[src/rtl/core/mwpo_pkg.sv]
package mwpo_pkg;

    // wave_select codes
    localparam logic [2:0] WAVE_SINE     = 3'd0;
    localparam logic [2:0] WAVE_SAW      = 3'd1;
    localparam logic [2:0] WAVE_SQUARE   = 3'd2;
    localparam logic [2:0] WAVE_TRIANGLE = 3'd3;
    localparam logic [2:0] WAVE_PWM      = 3'd4;
    localparam logic [2:0] WAVE_NOISE    = 3'd5;

    // configuration register indexes
    localparam logic [1:0] CFG_WAVE_SELECT = 2'd0;
    localparam logic [1:0] CFG_STEP_SCALE  = 2'd1;
    localparam logic [1:0] CFG_NOISE_SEED  = 2'd2;

    // noise hash constants
    localparam logic [31:0] NOISE_INC  = 32'hE120_FC15;
    localparam logic [31:0] NOISE_MUL1 = 32'h4A39_B70D;
    localparam logic [31:0] NOISE_MUL2 = 32'h12FA_D5C9;

    // odd sine polynomial, Q30; Horner order A9, then A7, A5, A3, A1
    localparam logic [31:0] SIN_A9 = 32'd172272;
    localparam logic [31:0] SIN_COEF [4] = '{32'd5026995, 32'd85569306,
                                             32'd693598668, 32'd1686629713};

    // multiplier last digit indexes (radix 4)
    localparam logic [3:0] MUL_FULL_LAST = 4'd15;
    localparam logic [3:0] MUL_HALF_LAST = 4'd7;

    typedef struct packed {
        logic        start;
        logic        half;   // multiplier operand a fits in 16 bits
        logic [31:0] a;
        logic [31:0] b;
    } mul_cmd_t;

    typedef struct packed {
        logic        neg;
        logic [16:0] mag;
    } wave_t;

    typedef struct packed {
        logic        neg;    // lower half of the sine cycle
        logic [30:0] u;      // folded quarter-wave argument, Q30
    } sine_arg_t;

endpackage

[src/rtl/core/mwpo_serial_mul.sv]
module mwpo_serial_mul
    import mwpo_pkg::*;
(
    input  logic        clk,
    input  logic        rst_n,
    input  mul_cmd_t    cmd,
    output logic        done,
    output logic [63:0] prod
);

    logic [31:0] hi_reg;
    logic [31:0] lo_reg;
    logic [31:0] b_reg;
    logic [33:0] b3_reg;
    logic        half_reg;
    logic [3:0]  cnt_reg;
    logic        busy_reg;
    logic        done_reg;
    logic [33:0] addend;
    logic [33:0] sum;

    always_comb
    begin
        unique case (lo_reg[1:0])
            2'd0: addend = 34'd0;
            2'd1: addend = {2'b00, b_reg};
            2'd2: addend = {1'b0, b_reg, 1'b0};
            2'd3: addend = b3_reg;
            default: addend = 34'd0;
        endcase
    end

    // hi stays below 2^32 after each shift, so the sum fits in 34 bits
    assign sum = {2'b00, hi_reg} + addend;

    always_ff @(posedge clk or negedge rst_n)
    begin
        if (!rst_n)
        begin
            busy_reg <= 1'b0;
            done_reg <= 1'b0;
            cnt_reg  <= 4'd0;
        end
        else
        begin
            done_reg <= busy_reg && (cnt_reg == 4'd0);
            if (cmd.start)
            begin
                busy_reg <= 1'b1;
                cnt_reg  <= cmd.half ? MUL_HALF_LAST : MUL_FULL_LAST;
            end
            else if (busy_reg)
            begin
                cnt_reg <= cnt_reg - 4'd1;
                if (cnt_reg == 4'd0)
                begin
                    busy_reg <= 1'b0;
                end
            end
        end
    end

    always_ff @(posedge clk)
    begin
        if (cmd.start)
        begin
            hi_reg   <= 32'd0;
            lo_reg   <= cmd.a;
            b_reg    <= cmd.b;
            b3_reg   <= {2'b00, cmd.b} + {1'b0, cmd.b, 1'b0};
            half_reg <= cmd.half;
        end
        else if (busy_reg)
        begin
            hi_reg <= sum[33:2];
            lo_reg <= {sum[1:0], lo_reg[31:2]};
        end
    end

    assign done = done_reg;
    assign prod = half_reg ? {16'd0, hi_reg, lo_reg[31:16]} : {hi_reg, lo_reg};

    a_no_start_busy: assert property (@(posedge clk) disable iff (!rst_n)
        cmd.start |-> !busy_reg)
        else $error("multiplier restarted while busy");

    a_start_busy: assert property (@(posedge clk) disable iff (!rst_n)
        cmd.start |=> busy_reg)
        else $error("multiplier did not start");

    a_done_idle: assert property (@(posedge clk) disable iff (!rst_n)
        done_reg |-> !busy_reg)
        else $error("done raised while still shifting");

endmodule

[src/rtl/core/mwpo_shaper.sv]
module mwpo_shaper
    import mwpo_pkg::*;
#(
    parameter int SINE_TABLE_DEPTH = 1024
)
(
    input  logic [2:0]  wave_sel,
    input  logic [31:0] phase,
    input  logic [15:0] pulse_width,
    output wave_t       direct,
    output sine_arg_t   sine_arg
);

    // table depth is a power of two
    localparam int IDX_BITS = $clog2(SINE_TABLE_DEPTH);
    localparam int PAD_BITS = 32 - IDX_BITS;

    logic [IDX_BITS-1:0] idx;
    logic [29:0]         u_raw;
    logic [31:0]         pwm_thr;

    // sine: low 31 phase bits give two table cycles per wrap
    assign idx   = phase[30 -: IDX_BITS];
    assign u_raw = {idx[IDX_BITS-3:0], {PAD_BITS{1'b0}}};

    assign sine_arg.neg = idx[IDX_BITS-1];
    assign sine_arg.u   = idx[IDX_BITS-2] ? (31'h4000_0000 - {1'b0, u_raw})
                                          : {1'b0, u_raw};

    assign pwm_thr = {~pulse_width[15], pulse_width[14:0], 16'd0};

    always_comb
    begin
        unique case (wave_sel)
            WAVE_SAW:
            begin
                direct.neg = ~phase[31];
                direct.mag = phase[31] ? {1'b0, phase[30:15]}
                                       : (17'h1_0000 - {1'b0, phase[30:15]});
            end
            WAVE_SQUARE:
            begin
                direct.neg = ~phase[31];
                direct.mag = 17'd32768;
            end
            WAVE_TRIANGLE:
            begin
                direct.neg = 1'b0;
                direct.mag = phase[31] ? (17'd16384 - {3'b000, phase[30:17]})
                                       : {3'b000, phase[30:17]};
            end
            WAVE_PWM:
            begin
                direct.neg = phase < pwm_thr;
                direct.mag = 17'd32768;
            end
            default:
            begin
                direct.neg = 1'b0;
                direct.mag = 17'd0;
            end
        endcase
    end

endmodule

[src/rtl/core/multi_waveform_phase_oscillator_unit.sv]
// Channel   Dir  Handshake                       Payload
// s_axis    in   s_axis_tvalid / s_axis_tready   frequency, lfo, amplitude, pulse_width
// m_axis    out  m_axis_tvalid / m_axis_tready   sample
// cfg       in   cfg_valid / cfg_ready           cfg_addr, cfg_data
//
// One tick goes through a single radix-4 serial multiplier, in half mode for
// 16-bit multiplies. Sine takes nine multiplies, noise five, the other
// waveforms three.
// The result register frees the input side: a new tick is taken while a sample
// still waits on m_axis; the tick stalls only in ST_RND if that sample still waits.
// Reset clears phase, noise state, configuration and control registers;
// cfg_ready is always high.
module multi_waveform_phase_oscillator_unit
    import mwpo_pkg::*;
#(
    parameter int SINE_TABLE_DEPTH     = 1024,
    parameter int SAMPLE_FRACTION_BITS = 15
)
(
    input  logic        clk,
    input  logic        rst_n,
    input  logic        s_axis_tvalid,
    output logic        s_axis_tready,
    input  logic [63:0] s_axis_tdata,   // frequency, lfo, amplitude, pulse_width
    output logic        m_axis_tvalid,
    input  logic        m_axis_tready,
    output logic [23:0] m_axis_tdata,   // sample, zero pad
    input  logic        cfg_valid,
    output logic        cfg_ready,
    input  logic [1:0]  cfg_addr,
    input  logic [31:0] cfg_data
);

    localparam int OUT_SHIFT = 30 - SAMPLE_FRACTION_BITS;
    localparam logic [34:0] RND_HALF = 35'd1 << (OUT_SHIFT - 1);

    typedef enum logic [12:0] {
        ST_IDLE     = 13'b0_0000_0000_0001,
        ST_STEP1    = 13'b0_0000_0000_0010,
        ST_STEP2    = 13'b0_0000_0000_0100,
        ST_SHAPE    = 13'b0_0000_0000_1000,
        ST_SIN_U2   = 13'b0_0000_0001_0000,
        ST_SIN_A9   = 13'b0_0000_0010_0000,
        ST_SIN_POLY = 13'b0_0000_0100_0000,
        ST_SIN_S    = 13'b0_0000_1000_0000,
        ST_NZ1      = 13'b0_0001_0000_0000,
        ST_NZ2      = 13'b0_0010_0000_0000,
        ST_AMP_LD   = 13'b0_0100_0000_0000,
        ST_AMP      = 13'b0_1000_0000_0000,
        ST_RND      = 13'b1_0000_0000_0000
    } state_t;

    state_t      state_reg, state_next;
    logic [2:0]  wave_sel_reg, wave_sel_next;
    logic [31:0] scale_reg, scale_next;
    logic [31:0] ns_reg, ns_next;
    logic [31:0] phase_reg, phase_next;
    logic [31:0] acc_reg, acc_next;
    logic [15:0] freq_reg, freq_next;
    logic [15:0] lfo_reg, lfo_next;
    logic [15:0] amp_reg, amp_next;
    logic [15:0] pw_reg, pw_next;
    logic [30:0] u_reg, u_next;
    logic [31:0] u2_reg, u2_next;
    logic        sneg_reg, sneg_next;
    logic [1:0]  poly_cnt_reg, poly_cnt_next;
    logic        w_neg_reg, w_neg_next;
    logic [16:0] w_mag_reg, w_mag_next;
    logic [33:0] prod_reg, prod_next;
    logic [16:0] sample_reg, sample_next;
    logic        out_valid_reg, out_valid_next;

    mul_cmd_t    mul_cmd;
    logic        mul_done;
    logic [63:0] mul_prod;
    logic [31:0] mul_q30;
    logic [31:0] hash;
    logic [31:0] sine_sum;
    logic [16:0] sine_v;
    logic [1:0]  coef_idx;
    logic        out_free;
    wave_t       direct;
    sine_arg_t   sine_arg;

    logic signed [34:0] rnd_sum;
    logic signed [34:0] rnd_shift;
    logic               sat_hi;
    logic               sat_lo;
    logic [16:0]        rnd_sample;

    mwpo_serial_mul u_mul (
        .clk   (clk),
        .rst_n (rst_n),
        .cmd   (mul_cmd),
        .done  (mul_done),
        .prod  (mul_prod)
    );

    mwpo_shaper #(
        .SINE_TABLE_DEPTH (SINE_TABLE_DEPTH)
    ) u_shaper (
        .wave_sel    (wave_sel_reg),
        .phase       (phase_reg),
        .pulse_width (pw_reg),
        .direct      (direct),
        .sine_arg    (sine_arg)
    );

    assign mul_q30  = mul_prod[61:30];
    assign hash     = mul_prod[63:32] ^ mul_prod[31:0];
    assign sine_sum = mul_q30 + 32'd16384;
    assign sine_v   = (sine_sum[31:15] > 17'd32768) ? 17'd32768 : sine_sum[31:15];
    assign coef_idx = poly_cnt_reg + 2'd1;
    assign out_free = !out_valid_reg || m_axis_tready;

    // round half up, then clamp to 17 bits
    assign rnd_sum    = {prod_reg[33], prod_reg} + RND_HALF;
    assign rnd_shift  = rnd_sum >>> OUT_SHIFT;
    assign sat_hi     = !rnd_shift[34] && (rnd_shift[33:16] != 18'd0);
    assign sat_lo     = rnd_shift[34] && (rnd_shift[33:16] != 18'h3_FFFF);
    assign rnd_sample = sat_hi ? 17'h0_FFFF : (sat_lo ? 17'h1_0000 : rnd_shift[16:0]);

    always_comb
    begin
        state_next     = state_reg;
        wave_sel_next  = wave_sel_reg;
        scale_next     = scale_reg;
        ns_next        = ns_reg;
        phase_next     = phase_reg;
        acc_next       = acc_reg;
        freq_next      = freq_reg;
        lfo_next       = lfo_reg;
        amp_next       = amp_reg;
        pw_next        = pw_reg;
        u_next         = u_reg;
        u2_next        = u2_reg;
        sneg_next      = sneg_reg;
        poly_cnt_next  = poly_cnt_reg;
        w_neg_next     = w_neg_reg;
        w_mag_next     = w_mag_reg;
        prod_next      = prod_reg;
        sample_next    = sample_reg;
        out_valid_next = out_valid_reg;
        mul_cmd        = '0;

        if (m_axis_tvalid && m_axis_tready)
        begin
            out_valid_next = 1'b0;
        end

        unique case (state_reg)
            ST_IDLE:
            begin
                if (s_axis_tvalid)
                begin
                    freq_next    = s_axis_tdata[15:0];
                    lfo_next     = s_axis_tdata[31:16];
                    amp_next     = s_axis_tdata[47:32];
                    pw_next      = s_axis_tdata[63:48];
                    mul_cmd.start = 1'b1;
                    mul_cmd.half  = 1'b1;
                    mul_cmd.a     = {16'd0, s_axis_tdata[15:0]};
                    mul_cmd.b     = scale_reg;
                    state_next    = ST_STEP1;
                end
            end
            ST_STEP1:
            begin
                if (mul_done)
                begin
                    acc_next      = phase_reg + mul_prod[47:16];
                    mul_cmd.start = 1'b1;
                    mul_cmd.half  = 1'b1;
                    mul_cmd.a     = {16'd0, freq_reg};
                    mul_cmd.b     = {{16{lfo_reg[15]}}, lfo_reg};
                    state_next    = ST_STEP2;
                end
            end
            ST_STEP2:
            begin
                if (mul_done)
                begin
                    phase_next = acc_reg + mul_prod[31:0];
                    state_next = ST_SHAPE;
                end
            end
            ST_SHAPE:
            begin
                unique case (wave_sel_reg)
                    WAVE_SINE:
                    begin
                        u_next        = sine_arg.u;
                        sneg_next     = sine_arg.neg;
                        mul_cmd.start = 1'b1;
                        mul_cmd.a     = {1'b0, sine_arg.u};
                        mul_cmd.b     = {1'b0, sine_arg.u};
                        state_next    = ST_SIN_U2;
                    end
                    WAVE_NOISE:
                    begin
                        ns_next       = ns_reg + NOISE_INC;
                        mul_cmd.start = 1'b1;
                        mul_cmd.a     = ns_reg + NOISE_INC;
                        mul_cmd.b     = NOISE_MUL1;
                        state_next    = ST_NZ1;
                    end
                    default:
                    begin
                        w_neg_next = direct.neg;
                        w_mag_next = direct.mag;
                        state_next = ST_AMP_LD;
                    end
                endcase
            end
            ST_SIN_U2:
            begin
                if (mul_done)
                begin
                    u2_next       = mul_q30;
                    mul_cmd.start = 1'b1;
                    mul_cmd.a     = mul_q30;
                    mul_cmd.b     = SIN_A9;
                    state_next    = ST_SIN_A9;
                end
            end
            ST_SIN_A9:
            begin
                if (mul_done)
                begin
                    poly_cnt_next = 2'd0;
                    mul_cmd.start = 1'b1;
                    mul_cmd.a     = SIN_COEF[0] - mul_q30;
                    mul_cmd.b     = u2_reg;
                    state_next    = ST_SIN_POLY;
                end
            end
            ST_SIN_POLY:
            begin
                if (mul_done)
                begin
                    // last Horner step multiplies by u instead of u^2
                    poly_cnt_next = poly_cnt_reg + 2'd1;
                    mul_cmd.start = 1'b1;
                    mul_cmd.a     = SIN_COEF[coef_idx] - mul_q30;
                    mul_cmd.b     = (poly_cnt_reg == 2'd2) ? {1'b0, u_reg} : u2_reg;
                    if (poly_cnt_reg == 2'd2)
                    begin
                        state_next = ST_SIN_S;
                    end
                end
            end
            ST_SIN_S:
            begin
                if (mul_done)
                begin
                    w_neg_next = sneg_reg;
                    w_mag_next = sine_v;
                    state_next = ST_AMP_LD;
                end
            end
            ST_NZ1:
            begin
                if (mul_done)
                begin
                    mul_cmd.start = 1'b1;
                    mul_cmd.a     = hash;
                    mul_cmd.b     = NOISE_MUL2;
                    state_next    = ST_NZ2;
                end
            end
            ST_NZ2:
            begin
                if (mul_done)
                begin
                    // (hash >> 16) - 32768 as sign and magnitude
                    w_neg_next = ~hash[31];
                    w_mag_next = hash[31] ? {2'b00, hash[30:16]}
                                          : (17'd32768 - {2'b00, hash[30:16]});
                    state_next = ST_AMP_LD;
                end
            end
            ST_AMP_LD:
            begin
                mul_cmd.start = 1'b1;
                mul_cmd.half  = 1'b1;
                mul_cmd.a     = {16'd0, amp_reg};
                mul_cmd.b     = {15'd0, w_mag_reg};
                state_next    = ST_AMP;
            end
            ST_AMP:
            begin
                if (mul_done)
                begin
                    prod_next  = w_neg_reg ? (34'd0 - {1'b0, mul_prod[32:0]})
                                           : {1'b0, mul_prod[32:0]};
                    state_next = ST_RND;
                end
            end
            ST_RND:
            begin
                if (out_free)
                begin
                    sample_next    = rnd_sample;
                    out_valid_next = 1'b1;
                    state_next     = ST_IDLE;
                end
            end
            default:
            begin
                state_next = ST_IDLE;
            end
        endcase

        if (cfg_valid)
        begin
            unique case (cfg_addr)
                CFG_WAVE_SELECT: wave_sel_next = cfg_data[2:0];
                CFG_STEP_SCALE:  scale_next    = cfg_data;
                CFG_NOISE_SEED:  ns_next       = cfg_data;
                default:         ;
            endcase
        end
    end

    always_ff @(posedge clk or negedge rst_n)
    begin
        if (!rst_n)
        begin
            state_reg     <= ST_IDLE;
            wave_sel_reg  <= WAVE_SINE;
            scale_reg     <= 32'd0;
            ns_reg        <= 32'd0;
            phase_reg     <= 32'd0;
            poly_cnt_reg  <= 2'd0;
            out_valid_reg <= 1'b0;
        end
        else
        begin
            state_reg     <= state_next;
            wave_sel_reg  <= wave_sel_next;
            scale_reg     <= scale_next;
            ns_reg        <= ns_next;
            phase_reg     <= phase_next;
            poly_cnt_reg  <= poly_cnt_next;
            out_valid_reg <= out_valid_next;
        end
    end

    always_ff @(posedge clk)
    begin
        acc_reg    <= acc_next;
        freq_reg   <= freq_next;
        lfo_reg    <= lfo_next;
        amp_reg    <= amp_next;
        pw_reg     <= pw_next;
        u_reg      <= u_next;
        u2_reg     <= u2_next;
        sneg_reg   <= sneg_next;
        w_neg_reg  <= w_neg_next;
        w_mag_reg  <= w_mag_next;
        prod_reg   <= prod_next;
        sample_reg <= sample_next;
    end

    assign s_axis_tready = (state_reg == ST_IDLE);
    assign m_axis_tvalid = out_valid_reg;
    assign m_axis_tdata  = {7'd0, sample_reg};
    assign cfg_ready     = 1'b1;

    a_phase_hold: assert property (@(posedge clk) disable iff (!rst_n)
        (state_reg != ST_STEP2) |=> $stable(phase_reg))
        else $error("phase changed outside the accumulate step");

    a_noise_hold: assert property (@(posedge clk) disable iff (!rst_n)
        (!cfg_valid && (state_reg != ST_SHAPE)) |=> $stable(ns_reg))
        else $error("noise state changed without seed write or noise tick");

    a_accept_start: assert property (@(posedge clk) disable iff (!rst_n)
        (s_axis_tvalid && s_axis_tready) |=> (state_reg == ST_STEP1))
        else $error("accepted transaction did not start the phase step");

endmodule
[config.mk]
export PLATFORM = sky130hd
export DESIGN_NAME = multi_waveform_phase_oscillator_unit
export DESIGN_NICKNAME = d
export VERILOG_FILES = /design/src/rtl/core/mwpo_pkg.sv /design/src/rtl/core/mwpo_serial_mul.sv /design/src/rtl/core/mwpo_shaper.sv /design/src/rtl/core/multi_waveform_phase_oscillator_unit.sv
export SDC_FILE = /design/constraint.sdc
export NUM_CORES = 1
export LEC_CHECK = 0
export BUFFER_PORTS_ARGS = -buffer_cell sky130_fd_sc_hd__buf_2
export CORE_UTILIZATION = 25
export CTS_BUF_LIST = sky130_fd_sc_hd__clkbuf_4
export DETAILED_ROUTE_END_ITERATION = 8
export GPL_TIMING_DRIVEN = 0
export PLACE_DENSITY = 0.38
export SETUP_SLACK_MARGIN = 0.02
export SYNTH_ARGS = -nofsm -noshare
export SYNTH_HDL_FRONTEND = slang
export SYNTH_SLANG_ARGS = --single-unit
[constraint.sdc]
create_clock -name clk -period 7.1 [get_ports clk]
set_input_delay 0.355 -clock clk [delete_from_list [all_inputs] [get_ports clk]]
set_output_delay 0.355 -clock clk [all_outputs]
set_load 0.1 [all_outputs]
# Word level (Yosys, flattened, before mapping)
# Cells that the tools add are included.
[totals]
ff_bits = 481
elab_cells = 186
[op_classes]
n_addsub = 16
n_lt_le_gt_ge = 3
eq_ne = 39
mux = 65
n_bitwise = 5
reduce_logical = 30
[op_table]
columns = ["operator", "count"]
rows = [
  ["one-hot mux 64 bit (8 select lines)", 1],
  ["two-way mux 64 bit", 5],
  ["two-way mux 32 bit", 9],
  ["one-hot mux 13 bit (12 select lines)", 1],
  ["two-way mux 13 bit", 11],
  ["two-way mux 17 bit", 8],
  ["one-hot mux 34 bit (4 select lines)", 1],
  ["two-way mux 66 bit", 2],
  ["one-hot mux 64 bit (2 select lines)", 1],
  ["one-hot mux 18 bit (4 select lines)", 1],
  ["adder 32 bit", 2],
  ["binary-select mux 32 bit (select 2 bit)", 1],
  ["one-hot mux 17 bit (3 select lines)", 1],
  ["adder 34 x 16 -> 35 bit, second input constant", 1],
  ["adder 32 x 33 -> 34 bit", 1],
  ["adder 32 x 34 -> 34 bit", 1],
  ["subtractor 1 x 33 -> 34 bit, first input constant", 1],
  ["two-way mux 33 bit", 1],
  ["adder 32 x 15 -> 32 bit, second input constant", 1],
  ["adder 32 bit, second input constant", 1],
  ["less-than comparator 32 bit", 1],
  ["subtractor 23 x 32 -> 32 bit, first input constant", 1],
  ["subtractor 32 bit", 1],
  ["bitwise XOR 32 bit", 1],
  ["other kinds (54)", 103],
]

# Depth between registers and ports, before layout
[depth]
word_depth = 9
depth_mapped = 23
mapped_depth_nobuf = 19

# Modules after synthesis
# Synthesis repeated with hierarchy kept, for this count alone.
[hier_totals]
cells_unflattened = 3289
hier_area_um2 = 32474.9
[modules_own_cells]
columns = ["mod", "n_inst", "cells_per_inst", "area_each_um2"]
rows = [
  ["multi_waveform_phase_oscillator_unit", 1, 2174, 21378.0],
  ["mwpo_serial_mul", 1, 889, 9531.6],
  ["mwpo_shaper", 1, 226, 1565.3],
]

# Least setup slack after synthesis
# Ideal clock, no wire load.
[synth_path]
path_type = "register -> register"
start = "reg state_reg[9]"
end = "reg u_mul.b3_reg[31] (data pin)"
arrival_time_ns = 6.448
t_required_ns = 6.831
path_slack_ns = 0.383
path_stages_with_launch = 22
n_path_buf = 5
cell_sequence = "dfrtp_1 > buf_2 > nor4_2 > and4_1 > clkbuf_1 > buf_2 > buf_1 > buf_1 > a222oi_1 > nand2_1 > ha_1 > fa_1 > a21o_1 > a21oi_1 > nor2b_1 > o21ai_0 > o211a_1 > o2111ai_1 > nand2_1 > o21a_1 > a311oi_2 > xor2_1"
[synth_lines]
columns = ["item", "line", "text"]
rows = [
  ["from (decl)", "multi_waveform_phase_oscillator_unit.sv:53", "state_t state_reg, state_next;"],
  ["from (signal assigned)", "multi_waveform_phase_oscillator_unit.sv:339", "state_reg <= state_next;"],
  ["to (signal assigned)", "mwpo_serial_mul.sv:70", "b3_reg <= {2'b00, cmd.b} + {1'b0, cmd.b, 1'b0};"],
  ["to (decl)", "mwpo_serial_mul.sv:14", "logic [33:0] b3_reg;"],
]

==> results_dict.tcl <==
set metrics [dict create \
    async_reset_ff_frac 0.273 \
    cts_tree "built" \
    syn_avg_cell_area_um2 9.37 \
    htree_levels 4 \
    slew_violations 1 \
    finalHoldViolations 0 \
    synthTopCellsByArea "edfxtp_1 27%, dfrtp_1 9.4%, ha_1 6.9%" \
    worstSetupStartpointType "register" \
    cts.path.max_buffers 3 \
    drcViolationCount 0 \
    power_mw 17.3 \
    start_util 0.253 \
    port_buffers 121 \
    insertion_delay_ps 1160 \
    yosys.area.top_type "edfxtp_1" \
    dieArea_um2 129000 \
    highest_layer "met5" \
    synth.distinct_cells 104 \
    ir_drop_mv 0.164 \
    die_h_um 359 \
    worst_pin_slew_ps 1470 \
    timing.final.ws_setup_ps 177 \
    path_max_fanout 10 \
    arrival_ps 7770 \
    synth_top_area_frac 0.274 \
    ys_ff_latch 444 \
    placed_cells 5196 \
    die_w_um 359 \
    grt_overflow 0 \
    p_leak_nw 15.6 \
    drtIter0Drc 2534 \
    via_per_inst 5.27 \
    fill_cells 13500 \
    clkTransAtPathRegs_ps 60 \
    clock.fmax_mhz 144 \
    syn_area_um2 31900 \
    root_buffer "clkbuf_4" \
    via_count 29800 \
    rows 130 \
    ys.warnings.count 0 \
    crit_type "register to register" \
    antenna_left 0 \
    cts_buffers 143 \
    grt_pass1_wl_um 214000 \
    synth_commonest_cells "291 x edfxtp_1, 291 x nor2_1, 266 x nand2_1" \
    timing.final.crit_period_ps 6920 \
    rsz0062_at_grt "false" \
    largest_reg_flops 34 \
    fin_hold_ws_ps 109 \
    route.met3.wl_um 9660 \
    power_density_nw_per_um2 446 \
    synth_edf_count 291 \
    antenna_found_initial 10 \
    dr.pass1.iters 9 \
    place_ws_ps -1180 \
    endpoint_kind "register" \
    dr_wl_met2_um 68800 \
    violations "capacitance limit, slew limit" \
    final_util 0.307 \
    grt_max_degree 61 \
    min_period_over_period 0.975 \
    routed_wl_um 153000 \
    critPathRequiredTime_ps 7950 \
    skew_ps 101 \
    core-area_um2 126000 \
    max_slew_margin -0.00740 \
    grt_util_all_layers 0.231 \
    postSynthCellCount 3408 \
    stdcell_count 5654 \
    grt_pass1_vias 29300 \
    status "finished with violations" \
    gp_congestion 0.943 \
    syn_to_final_growth_pct 21.5 \
    nets 4171 \
    cap_violations 1 \
    worstHoldPathType "input port to register" \
    ys.flop_type "edfxtp_1" \
    setup_viol 0 \
    drive_gt1_frac 0.144 \
    wl_met1_um 66300 \
    ios 130 \
    routedWlPerCell_um 27.0 \
    yosysSeqAreaShare 0.388 \
    hpwl_um 119000 \
    clock_sinks 444 \
]
power breakdown:
part / internal [mW] / switching, mW / total (mW)
registers: 3.63 / 0.702 / 4.33
clock network: 1.40 / 1.35 / 2.75
logic: 3.65 / 6.56 / 10.2
total: 8.68 / 8.61 / 17.3
final cells by class:
cell class              count  area (um^2)  share of cell area
multi-input cells        2645        18300               0.472
flip-flops and latches    444        12400               0.320
repair buffers            334         2850              0.0735
well taps                1650         2060              0.0532
clock buffers             202         1520              0.0391
plain buffers             174          766              0.0197
inverters                 146          553              0.0143
clock inverters            53          314             0.00809
diodes                      6         15.0            0.000387
layout by cell type (no fill, tap or decap), types with 65 or more instances in the layout:
master | Yosys | routed
inv_1 | 141 | 139
o21ai_0 | 192 | 192
nand3_1 | 95 | 95
dfrtp_1 | 120 | 120
a21o_1 | 65 | 65
a21oi_1 | 221 | 220
clkbuf_4 | 0 | 203
nor2_1 | 291 | 290
ha_1 | 175 | 175
nor3_1 | 74 | 73
edfxtp_1 | 291 | 291
nand2_1 | 266 | 266
xnor2_1 | 238 | 238
buf_2 | 29 | 149
dlygate4sd3_1 | 0 | 201
xor2_1 | 100 | 100
mux2_2 | 95 | 94
clkbuf_1 | 117 | 109
cells by family (layout without fill, tap and decap cells):
| logic type | count (synthesis) | after routing | synth area share |
|---|---|---|---|
| DFF | 444 | 444 | 0.388 |
| xor gates and xnor gates | 338 | 338 | 0.0927 |
| adders and majority gates | 182 | 182 | 0.0723 |
| buffers and inverters | 325 | 909 | 0.0412 |
| muxes | 141 | 141 | 0.0483 |
| and+or+nand+nor | 1053 | 1053 | 0.164 |
| other | 2 | 14 | 0.000235 |
| AOI/OAI and AO/OA | 923 | 923 | 0.193 |
worst max-delay path: stages (launching register included):
cell	delay (ps)
dfrtp_1	370
buf_2	180
clkbuf_1	290
nor4b_1	900
nand3_1	490
nor2_1	610
clkbuf_2	510
a221oi_1	220
nand2_1	400
ha_1	330
a211oi_1	240
nor2_1	120
o22ai_1	240
nand3_1	110
o22a_1	200
and4_1	200
o21ai_1	190
nand2_1	140
a311oi_1	560
o21ai_0	130
and3_1	200
routing by layer:
layer,track usage,up-vias
met5,0,-
met4,0.119,2
met3,0.0442,302
met2,0.365,1124
met1,0.298,14700
li1,-,13700
metrics by stage:
step / cell area, um^2 / setup TNS [ps]
2_1_floorplan: 32000 / 0
3_3_place_gp: 34600 / -287150
3_5_place_dp: 34900 / -17160
4_1_cts: 38800 / 0
5_1_grt: 38800 / 0
6_report: 38800 / 0
worst paths after layout:
kind	endpoint	slack [ps]	start	cells past startpoint
worst max-delay path	u_mul.b3_reg[32]	180	state_reg[1]	20
worst min-delay path	ns_reg[30]	110	cfg_data[30]	4
worst max register to register	u_mul.b3_reg[32]	180	state_reg[1]	20
worst min register to register	phase_reg[10]	500	phase_reg[10]	2
max in group asynchronous	state_reg[0]	5540	rst_n	5
min in group asynchronous	phase_reg[7]	370	rst_n	3
repair_timing:
| action | 4_1_cts | 5_1_grt |
|---|---|---|
| pin swaps | 0 | 0 |
| hold buffers | 201 | 0 |
| resized for setup | 8 | 12 |
| hold endpoints to repair | 296 | 0 |
| setup endpoints to repair | 31 | 22 |
| cloned | 0 | 0 |
| buffers inserted | 1 | 0 |
No activity file was read; power rests on OpenSTA's default activity.
